$ cat config.mk
export PLATFORM = sky130hd
export DESIGN_NAME = match_slot_scheduler_timer
export DESIGN_NICKNAME = d
export VERILOG_FILES = /design/src/hw/rtl/msst_pkg.sv /design/src/hw/rtl/msst_cfg.sv /design/src/hw/rtl/msst_ctrl.sv /design/src/hw/rtl/msst_dp.sv /design/src/hw/rtl/match_slot_scheduler_timer.sv
export SDC_FILE = /design/constraint.sdc
export NUM_CORES = 1
export LEC_CHECK = 0
export BUFFER_PORTS_ARGS = -buffer_cell sky130_fd_sc_hd__buf_2
export CORE_MARGIN = 2
export CORE_UTILIZATION = 32
export DETAILED_ROUTE_END_ITERATION = 6
export PLACE_DENSITY = 0.54
export SYNTH_ARGS = -nofsm -noshare
export SYNTH_HDL_FRONTEND = slang
export SYNTH_SLANG_ARGS = --single-unit
$ cat constraint.sdc
create_clock -name clk -period 6.4 [get_ports clk]
set_input_delay 0.64 -clock clk [delete_from_list [all_inputs] [get_ports clk]]
set_output_delay 0.64 -clock clk [all_outputs]
set_load 0.02 [all_outputs]
$ cat src/hw/rtl/msst_pkg.sv
// Shared types and constants for the match slot scheduler timer.
// Used by every module of the block; depends on nothing else.
`timescale 1ns / 1ps

package msst_pkg;

    localparam int unsigned TIME_W = 32;
    localparam int unsigned PRESCALE_W = 8;
    localparam int unsigned FIRED_W = 4;
    localparam int unsigned SLOT_FIELD_W = 2;
    localparam int unsigned APB_DATA_W = 32;
    localparam int unsigned APB_ADDR_W = 3;

    localparam logic [PRESCALE_W-1:0] PRESCALE_RESET = 8'd24;

    // Register index, taken from the word address bit of paddr.
    localparam logic REG_PRESCALE = 1'b0;

    // Request opcodes.
    localparam logic OP_TICK = 1'b0;
    localparam logic OP_SCHEDULE = 1'b1;

    typedef struct packed {
        logic              op;
        logic [TIME_W-1:0] delay;
        logic              repeat_req;
    } in_t;

    typedef struct packed {
        logic [FIRED_W-1:0]      fired;
        logic [SLOT_FIELD_W-1:0] slot;
        logic                    accepted;
        logic                    full_res;
        logic [TIME_W-1:0]       now;
    } out_t;

    typedef enum logic {
        ST_IDLE,
        ST_EXEC
    } state_t;

    typedef struct packed {
        logic load;
        logic exec;
    } cmd_t;

endpackage

$ cat src/hw/rtl/msst_cfg.sv
// APB register file of the match slot scheduler timer: holds the prescale register.
// Depends on msst_pkg.
`timescale 1ns / 1ps

module msst_cfg (
    input  logic                                clk,
    input  logic                                rst_n,
    input  logic                                psel,
    input  logic                                penable,
    input  logic                                pwrite,
    input  logic [msst_pkg::APB_ADDR_W-1:0]     paddr,
    input  logic [msst_pkg::APB_DATA_W-1:0]     pwdata,
    output logic [msst_pkg::APB_DATA_W-1:0]     prdata,
    output logic                                pready,
    output logic [msst_pkg::PRESCALE_W-1:0]     prescale
);

    logic [msst_pkg::PRESCALE_W-1:0] prescale_reg;
    logic [msst_pkg::PRESCALE_W-1:0] prescale_next;
    logic                            wr_en;

    assign pready = 1'b1;
    assign wr_en  = psel && penable && pwrite;

    always_comb
    begin
        prescale_next = prescale_reg;
        if (wr_en && (paddr[2] == msst_pkg::REG_PRESCALE))
        begin
            prescale_next = pwdata[msst_pkg::PRESCALE_W-1:0];
        end
    end

    always_ff @(posedge clk or negedge rst_n)
    begin
        if (!rst_n)
        begin
            prescale_reg <= msst_pkg::PRESCALE_RESET;
        end
        else
        begin
            prescale_reg <= prescale_next;
        end
    end

    always_comb
    begin
        prdata = '0;
        if (paddr[2] == msst_pkg::REG_PRESCALE)
        begin
            prdata = {{(msst_pkg::APB_DATA_W - msst_pkg::PRESCALE_W){1'b0}}, prescale_reg};
        end
    end

    assign prescale = prescale_reg;

endmodule

$ cat src/hw/rtl/msst_ctrl.sv
// Controller of the match slot scheduler timer: sequences each request
// through a capture cycle and an execute cycle. Depends on msst_pkg.
`timescale 1ns / 1ps

module msst_ctrl (
    input  logic           clk,
    input  logic           rst_n,
    input  logic           start,
    output logic           busy,
    output logic           done,
    output msst_pkg::cmd_t cmd
);

    msst_pkg::state_t state_reg;
    msst_pkg::state_t state_next;
    logic             done_reg;
    logic             done_next;

    always_ff @(posedge clk or negedge rst_n)
    begin
        if (!rst_n)
        begin
            state_reg <= msst_pkg::ST_IDLE;
            done_reg  <= 1'b0;
        end
        else
        begin
            state_reg <= state_next;
            done_reg  <= done_next;
        end
    end

    always_comb
    begin
        state_next = state_reg;
        cmd        = '0;
        done_next  = 1'b0;
        busy       = 1'b0;
        case (state_reg)
            msst_pkg::ST_IDLE:
            begin
                if (start)
                begin
                    cmd.load   = 1'b1;
                    state_next = msst_pkg::ST_EXEC;
                end
            end
            msst_pkg::ST_EXEC:
            begin
                busy       = 1'b1;
                cmd.exec   = 1'b1;
                done_next  = 1'b1;
                state_next = msst_pkg::ST_IDLE;
            end
            default:
            begin
                state_next = msst_pkg::ST_IDLE;
            end
        endcase
    end

    assign done = done_reg;

endmodule

$ cat src/hw/rtl/msst_dp.sv
// Datapath of the match slot scheduler timer: prescaler, time base, match
// slots and the result register. Depends on msst_pkg.
`timescale 1ns / 1ps

module msst_dp #(
    parameter int unsigned SLOTS = 4
) (
    input  logic                            clk,
    input  logic                            rst_n,
    input  msst_pkg::cmd_t                  cmd,
    input  msst_pkg::in_t                   req,
    input  logic [msst_pkg::PRESCALE_W-1:0] prescale,
    output msst_pkg::out_t                  result
);

    localparam int unsigned SLOT_W = (SLOTS > 1) ? $clog2(SLOTS) : 1;
    localparam int unsigned CNT_W  = $clog2(SLOTS + 1);
    localparam logic [CNT_W-1:0] SLOTS_CNT = CNT_W'(SLOTS);

    msst_pkg::in_t                   req_reg;
    msst_pkg::out_t                  result_reg;
    msst_pkg::out_t                  result_next;
    logic [msst_pkg::PRESCALE_W-1:0] pcount_reg;
    logic [msst_pkg::PRESCALE_W-1:0] pcount_next;
    logic [msst_pkg::TIME_W-1:0]     time_reg;
    logic [msst_pkg::TIME_W-1:0]     time_next;
    logic [msst_pkg::TIME_W-1:0]     time_inc;
    logic [msst_pkg::TIME_W-1:0]     delay_eff;
    logic [msst_pkg::TIME_W-1:0]     match_reg [SLOTS];
    logic [msst_pkg::TIME_W-1:0]     match_next [SLOTS];
    logic [msst_pkg::TIME_W-1:0]     reload_reg [SLOTS];
    logic [msst_pkg::TIME_W-1:0]     reload_next [SLOTS];
    logic [SLOTS-1:0]                active_reg;
    logic [SLOTS-1:0]                active_next;
    logic [SLOTS-1:0]                hit;
    logic [CNT_W-1:0]                nslot_reg;
    logic [CNT_W-1:0]                nslot_next;
    logic                            wrap;
    logic                            has_free;

    assign wrap      = (pcount_reg >= prescale);
    assign time_inc  = time_reg + 1'b1;
    assign delay_eff = (req_reg.delay == '0) ? msst_pkg::TIME_W'(1) : req_reg.delay;
    assign has_free  = (nslot_reg < SLOTS_CNT);

    always_comb
    begin
        pcount_next = pcount_reg;
        time_next   = time_reg;
        active_next = active_reg;
        nslot_next  = nslot_reg;
        hit         = '0;
        result_next = result_reg;
        for (int k = 0; k < SLOTS; k++)
        begin
            match_next[k]  = match_reg[k];
            reload_next[k] = reload_reg[k];
        end

        if (cmd.exec)
        begin
            result_next = '0;
            if (req_reg.op == msst_pkg::OP_TICK)
            begin
                if (wrap)
                begin
                    pcount_next = '0;
                    time_next   = time_inc;
                    // Every slot is compared against the new time in parallel.
                    for (int k = 0; k < SLOTS; k++)
                    begin
                        hit[k] = active_reg[k] && (match_reg[k] == time_inc);
                        if (hit[k])
                        begin
                            if (reload_reg[k] != '0)
                            begin
                                match_next[k] = time_inc + reload_reg[k];
                            end
                            else
                            begin
                                active_next[k] = 1'b0;
                            end
                        end
                    end
                end
                else
                begin
                    pcount_next = pcount_reg + 1'b1;
                end
                for (int i = 0; i < msst_pkg::FIRED_W; i++)
                begin
                    if (i < SLOTS)
                    begin
                        result_next.fired[i] = hit[i];
                    end
                end
            end
            else if (has_free)
            begin
                for (int k = 0; k < SLOTS; k++)
                begin
                    if (nslot_reg[SLOT_W-1:0] == SLOT_W'(k))
                    begin
                        match_next[k]  = time_reg + delay_eff;
                        reload_next[k] = req_reg.repeat_req ? delay_eff : '0;
                        active_next[k] = 1'b1;
                    end
                end
                nslot_next           = nslot_reg + 1'b1;
                result_next.slot     = msst_pkg::SLOT_FIELD_W'(nslot_reg);
                result_next.accepted = 1'b1;
            end
            else
            begin
                result_next.full_res = 1'b1;
            end
            result_next.now = time_next;
        end
    end

    always_ff @(posedge clk or negedge rst_n)
    begin
        if (!rst_n)
        begin
            pcount_reg <= '0;
            time_reg   <= '0;
            active_reg <= '0;
            nslot_reg  <= '0;
        end
        else
        begin
            pcount_reg <= pcount_next;
            time_reg   <= time_next;
            active_reg <= active_next;
            nslot_reg  <= nslot_next;
        end
    end

    always_ff @(posedge clk)
    begin
        if (cmd.load)
        begin
            req_reg <= req;
        end
        result_reg <= result_next;
        for (int k = 0; k < SLOTS; k++)
        begin
            match_reg[k]  <= match_next[k];
            reload_reg[k] <= reload_next[k];
        end
    end

    assign result = result_reg;

endmodule

$ cat src/hw/rtl/match_slot_scheduler_timer.sv
// Top level of the match slot scheduler timer: register port, controller and datapath.
// Depends on msst_pkg, msst_cfg, msst_ctrl and msst_dp.
`timescale 1ns / 1ps

// A request (a raw tick or a schedule) is taken when start is high and busy
// is low. The controller captures the request in its idle state and then
// updates the prescaler, time base and all match slots in parallel in its
// execute state, when busy is high and no new request is taken. The result
// appears with done for exactly one cycle, the cycle after the update, and
// must be taken then: there is no back pressure on the result side. Slots are
// claimed in order and never freed. The prescale register is written over APB
// and is meant to change only while no request is in flight.
module match_slot_scheduler_timer #(
    parameter int unsigned SLOTS = 4
) (
    input  logic                                clk,
    input  logic                                rst_n,
    input  logic                                start,
    output logic                                busy,
    input  msst_pkg::in_t                       req,
    output logic                                done,
    output msst_pkg::out_t                      result,
    input  logic                                psel,
    input  logic                                penable,
    input  logic                                pwrite,
    input  logic [msst_pkg::APB_ADDR_W-1:0]     paddr,
    input  logic [msst_pkg::APB_DATA_W-1:0]     pwdata,
    output logic [msst_pkg::APB_DATA_W-1:0]     prdata,
    output logic                                pready
);

    msst_pkg::cmd_t                  cmd;
    logic [msst_pkg::PRESCALE_W-1:0] prescale;

    msst_cfg u_cfg (
        .clk      (clk),
        .rst_n    (rst_n),
        .psel     (psel),
        .penable  (penable),
        .pwrite   (pwrite),
        .paddr    (paddr),
        .pwdata   (pwdata),
        .prdata   (prdata),
        .pready   (pready),
        .prescale (prescale)
    );

    msst_ctrl u_ctrl (
        .clk   (clk),
        .rst_n (rst_n),
        .start (start),
        .busy  (busy),
        .done  (done),
        .cmd   (cmd)
    );

    msst_dp #(
        .SLOTS (SLOTS)
    ) u_dp (
        .clk      (clk),
        .rst_n    (rst_n),
        .cmd      (cmd),
        .req      (req),
        .prescale (prescale),
        .result   (result)
    );

    a_accept_busy: assert property (@(posedge clk) disable iff (!rst_n)
        (start && !busy) |=> busy)
        else $error("accepted request did not make the block busy");

    a_done_after_exec: assert property (@(posedge clk) disable iff (!rst_n)
        done |-> $past(busy))
        else $error("result strobe without a preceding execute cycle");

    a_sched_no_fire: assert property (@(posedge clk) disable iff (!rst_n)
        (done && (result.accepted || result.full_res)) |-> (result.fired == '0))
        else $error("schedule result reports fired slots");

    a_accept_xor_full: assert property (@(posedge clk) disable iff (!rst_n)
        done |-> !(result.accepted && result.full_res))
        else $error("schedule result both accepted and refused");

endmodule

Word level (Yosys, flattened, before mapping)
Memory sizes are Yosys's and may differ from the RTL's.
Index checks and enable logic that the tools add are counted.
Widths: inputs -> output; s select.
- equal/unequal tests: 16
- shifts and indexed selects: 0
- magnitude comparators: 2
- multiply operators: 0
- bitwise logic cells: 4
- muxes and demuxes: 50
- div/mod/pow operators: 0
- reduce and logical (&&, ||, !) cells: 26
- $add $sub $neg: 8
- operators by type and width (cell ; count):
    $mux 128 ; 7
    $mux 32 ; 20
    $add 32x32->32 ; 5
    $eq 32x32->1 ; 4
    $reduce_bool 32->1 ; 4
    $add 32x1->32 const B ; 1
    $logic_not 32->1 ; 1
    $reduce_and 6->1 ; 4
    $mux 1 ; 17
    $mux 8 ; 2
    $mux 4 ; 3
    $ne 2x2->1 const B ; 5
    $reduce_bool 2->1 ; 5
    $add 8x1->8 const B ; 1
    $ge 8x8->1 ; 1
    $ne 2x1->1 const B ; 4
    $logic_and 1x1->1 ; 7
    $eq 2x2->1 const B ; 2
    $not 1->1 ; 4
    $reduce_and 2->1 ; 2
    $add 3x1->3 const B ; 1
    $lt 3x3->1 const B ; 1
    $reduce_and 3->1 ; 1
    $eq 2x1->1 const B ; 1
    3 further kinds ; 3
- memories: 2
- word-level logic and storage cells: 126
- bits in writable memories: 256
- bits in registers: 131
- bits in latches: 0
- input port bits: 75
- memory bits (read-only): 0
- output and inout bits: 75
- memories (memory ; words ; bits a word ; rd ports ; clocked after Yosys merged registers in ; write ports ; line ; RTL):
    u_dp.match_reg ; 4 ; 32 ; 4 ; 0 ; 4 ; msst_dp.sv:29 ; logic [msst_pkg::TIME_W-1:0] match_reg [SLOTS];
    u_dp.reload_reg ; 4 ; 32 ; 4 ; 0 ; 4 ; msst_dp.sv:31 ; logic [msst_pkg::TIME_W-1:0] reload_reg [SLOTS];

Logic depth before layout (Yosys ltp)
- depth after elaboration: 7
- depth in mapped cells: 20
- mapped depth without buffers: 19

By module
Synthesis repeated with hierarchy kept, for this count alone.
- cells, all modules: 2284
- area, all modules: 24451.0 µm²
- modules (own cells, without submodules) (module ; times used ; cells an instance ; seq. area each (µm²) ; area each (µm²)):
    msst_dp ; 1 ; 2227 ; 11085.6 ; 23790.3
    msst_cfg ; 1 ; 52 ; 202.7 ; 581.8
    msst_ctrl ; 1 ; 5 ; 50.0 ; 78.8

Worst setup path after synthesis
Ideal clock, no wire load.
- path kind: register -> register
- start point: reg, netlist name u_dp.time_reg[1]
- end point: mem u_dp.match_reg[1][0] (netlist bit), enable pin
- data arrival time: 5124 ps
- library setup time: 461 ps
- path slack: 815 ps
- required time: 5939 ps
- path buffers: 0
- period minus slack after synthesis: 5585 ps
- cell stages (with the launch flop): 11
- cells stage by stage: dfrtp_1 ha_1 nand4_1 nor3_1 nand3_1 xnor2_1 xnor2_1 nand4_1 nor4_2 o21ai_0 nor3_1
- RTL lines (element ; line):
    end: declaration ; msst_dp.sv:29

==> results.ini <==
[synthesis]
netlist.area_leader.share_pct=40.0
synth_top_area_cell=edfxtp_1
synthFlopType=edfxtp_1
avgSynthCellArea_sq_um=10.6
ys_types=85
syn_area_sq_um=24800
ys_ff_latch=387
seq_area_frac_synth_pct=45.8
synth_area_leaders=edfxtp_1 40%, ha_1 7.9%, xnor2_1 6.9%
async_flop_share_pct=14.7
synth_edf_count=330
yosys_warnings=0
synthCells=2336

[timing]
max_freq_ghz=0.169
slew_headroom_pct=18.1
fin_crit_sh_pct=92.5
hold_viol_final=0
setup_tns_ns=0
finClkSkew_ns=0.0219
setup_viol=0
rsz0062_at_grt=no
min_period_ns=5.92
drv_slew=0
tightest_slew_ns=1.23

[finish]
instances_no_fill=3517
fillerInstances=7619
final_nets=2675
area_delta_synth_final_pct=12.9
fin_util_pct=36.3
drive_gt1_share_pct=11.8
final_area_sq_um=28000

[critical_path]
rr_startpoint=u_dp.req_reg[31]
critPathLaunchType=flop
rrSetupSlack_ns=0.48
worstPathRequired_ns=6.82
critical_path_class=flop to flop
reg2reg_to=u_dp.match_reg[2][30]
reg2regPathDepth=17
critPathCaptureType=flop
crit_fanout=4
cp.arrival_ns=6.34

[routing]
wirelength_mm=77.0
vias_per_cell=5.24
dr.pass1.iters=6
ant_nets=0
dr.first_iter.drc_count=1593
drc_errors=0
wl_per_cell_um=21.9
dr_total_vias=18400

[floorplanning]
die_x_um=282
die_y_um=282
core_area_sq_um=77100
die_area_sq_um=79700
floorplan.initialDensity_pct=32.1
rows=102
ios=150

[run_status]
status=complete, no violations

[cts]
cts_hold_buf=0
cts_resized=0
cts_buffers=44
cts_tree=yes
root_buffer=clkbuf_16
clkLatencyLatePin_ns=0.58
path_clk_slew_ns=0.06
postCtsSetupRepairBufs=0
cts_buffer_depth=3
htreeDepth=2
clock_sinks=387

[global_route]
grtUsageTotal_pct=19.1
grt_antenna_before_repair=0
grt_pass1_vias=18300
grt_max_degree=85
grt_overflow_total=0
grt_pass1_wl_mm=113

[power]
powerDensity_nw_per_um2=243
leakage_nw=11.3
vdd_drop_max_mv=0.155

[place]
placed_area_sq_um=26500
dp.cells=3433
port-buffer-count=98
dp_hpwl_mm=60.5
gp_congestion=0.900

[min_path]
hold_class=input pin to asynchronous set/reset pin

[job]
max-cap-violations=0

[stage by stage]
step	setup WS [ns]	total power, mW	hold slack, ns
after detailed placement	0.566	4.22	0.495
after floorplan	0.815	3.83	0.344
after CTS	0.548	6.86	0.192
final	0.481	6.80	0.212
after global routing	0.184	7.07	0.209
after global placement	0.583	4.20	0.491
[worst max-delay path by stage]
stage,depth (start not counted),endpoint,from
after floorplan,10,u_dp.match_reg[1][0],u_dp.time_reg[1]
after global placement,17,u_dp.match_reg[2][30],u_dp.req_reg[31]
after detailed placement,17,u_dp.match_reg[2][30],u_dp.req_reg[31]
after CTS,17,u_dp.match_reg[2][30],u_dp.req_reg[31]
after global routing,17,u_dp.match_reg[2][30],u_dp.req_reg[31]
final,17,u_dp.match_reg[2][30],u_dp.req_reg[31]
[area by class of cell]
type	count	area [sq um]	share of cell area, %
clock inverter	29	299	1.07
clock buffer	53	1170	4.17
tap	1040	1300	4.65
sequential	387	11300	40.6
timing repair buffer	151	888	3.18
multi-input combinational	1758	12600	45.1
inverter	97	364	1.30
antenna	2	5.00	0.0179
[layout by cell type, fill, tap and decap left out, types with 45 or more instances in the layout]
master	Yosys	routed
o21ai_0	163	163
xor2_1	168	168
xnor2_1	195	195
nand2_1	123	123
buf_4	30	53
a21o_1	87	87
dfrtp_1	55	54
edfxtp_1	330	330
a21oi_1	147	147
buf_2	15	98
clkbuf_16	0	45
nor2_1	133	133
ha_1	156	156
nor4_1	59	59
nand3_1	47	47
inv_1	96	96
[cell usage after synthesis, types with 6 or more instances]
cell / n
a21oi_1: 147
o22ai_1: 6
o31ai_1: 13
and2_1: 46
xor2_1: 168
o211ai_1: 15
and3_1: 23
nor3_1: 25
clkbuf_1: 63
a31oi_1: 28
buf_4: 30
nand2b_1: 24
nor2b_1: 10
mux2_2: 17
o21ai_0: 163
nand3_1: 47
maj3_1: 11
nand3_2: 6
nand4_1: 37
buf_1: 6
a2111oi_0: 6
or2_2: 8
or3_1: 10
nor2_1: 133
and4_1: 9
edfxtp_1: 330
dfrtp_1: 55
xnor2_1: 195
ha_1: 156
buf_2: 15
a21boi_0: 9
o21a_1: 20
a211oi_1: 18
xnor2_2: 6
o21bai_1: 23
nand2_1: 123
inv_1: 96
nor4_1: 59
a21o_1: 87
[logic make-up (layout without fill, tap and decap cells)]
| family | count (synthesis) | count (layout) | synth area share [%] |
|---|---|---|---|
| flops | 387 | 387 | 45.8 |
| xor+xnor | 375 | 375 | 13.7 |
| buf+inv | 214 | 330 | 3.86 |
| fa+ha+maj | 172 | 172 | 8.73 |
| simple gates | 586 | 586 | 12.4 |
| compound gates | 580 | 580 | 14.6 |
| mux | 20 | 20 | 0.894 |
| other cells | 2 | 27 | 0.0303 |
[critical path, cell delays in order (launching register included)]
cell and delay [ns]:
edfxtp_1 0.43, nor4_1 0.71, nand4_1 0.52, o21bai_1 0.35
ha_1 0.22, inv_1 0.06, fa_1 0.41, nand2b_1 0.18
a21oi_1 0.24, o221ai_1 0.22, a31oi_1 0.38, o211ai_1 0.21
o2111ai_1 0.15, nand3_1 0.25, o41ai_2 0.63, nand4_1 0.30
and4b_1 0.28, a211oi_1 0.20
[routing by layer]
| metal | vias to the layer above | wire (um) | global-route usage [%] | share of wire (%) |
|---|---|---|---|---|
| met5 | - | 0 | 0 | 0 |
| met4 | 0 | 3110 | 7.46 | 4.0 |
| met3 | 128 | 3860 | 2.04 | 5.0 |
| met2 | 591 | 35100 | 31.2 | 46 |
| met1 | 9024 | 34900 | 26.0 | 45 |
| li1 | 8698 | - | - | - |
[report_power, final]
group	switching (mW)	total, mW	internal (mW)
registers	0.135	3.07	2.93
clock network	1.07	2.61	1.54
logic	0.702	1.12	0.421
No activity file was read; power rests on OpenSTA's default activity.
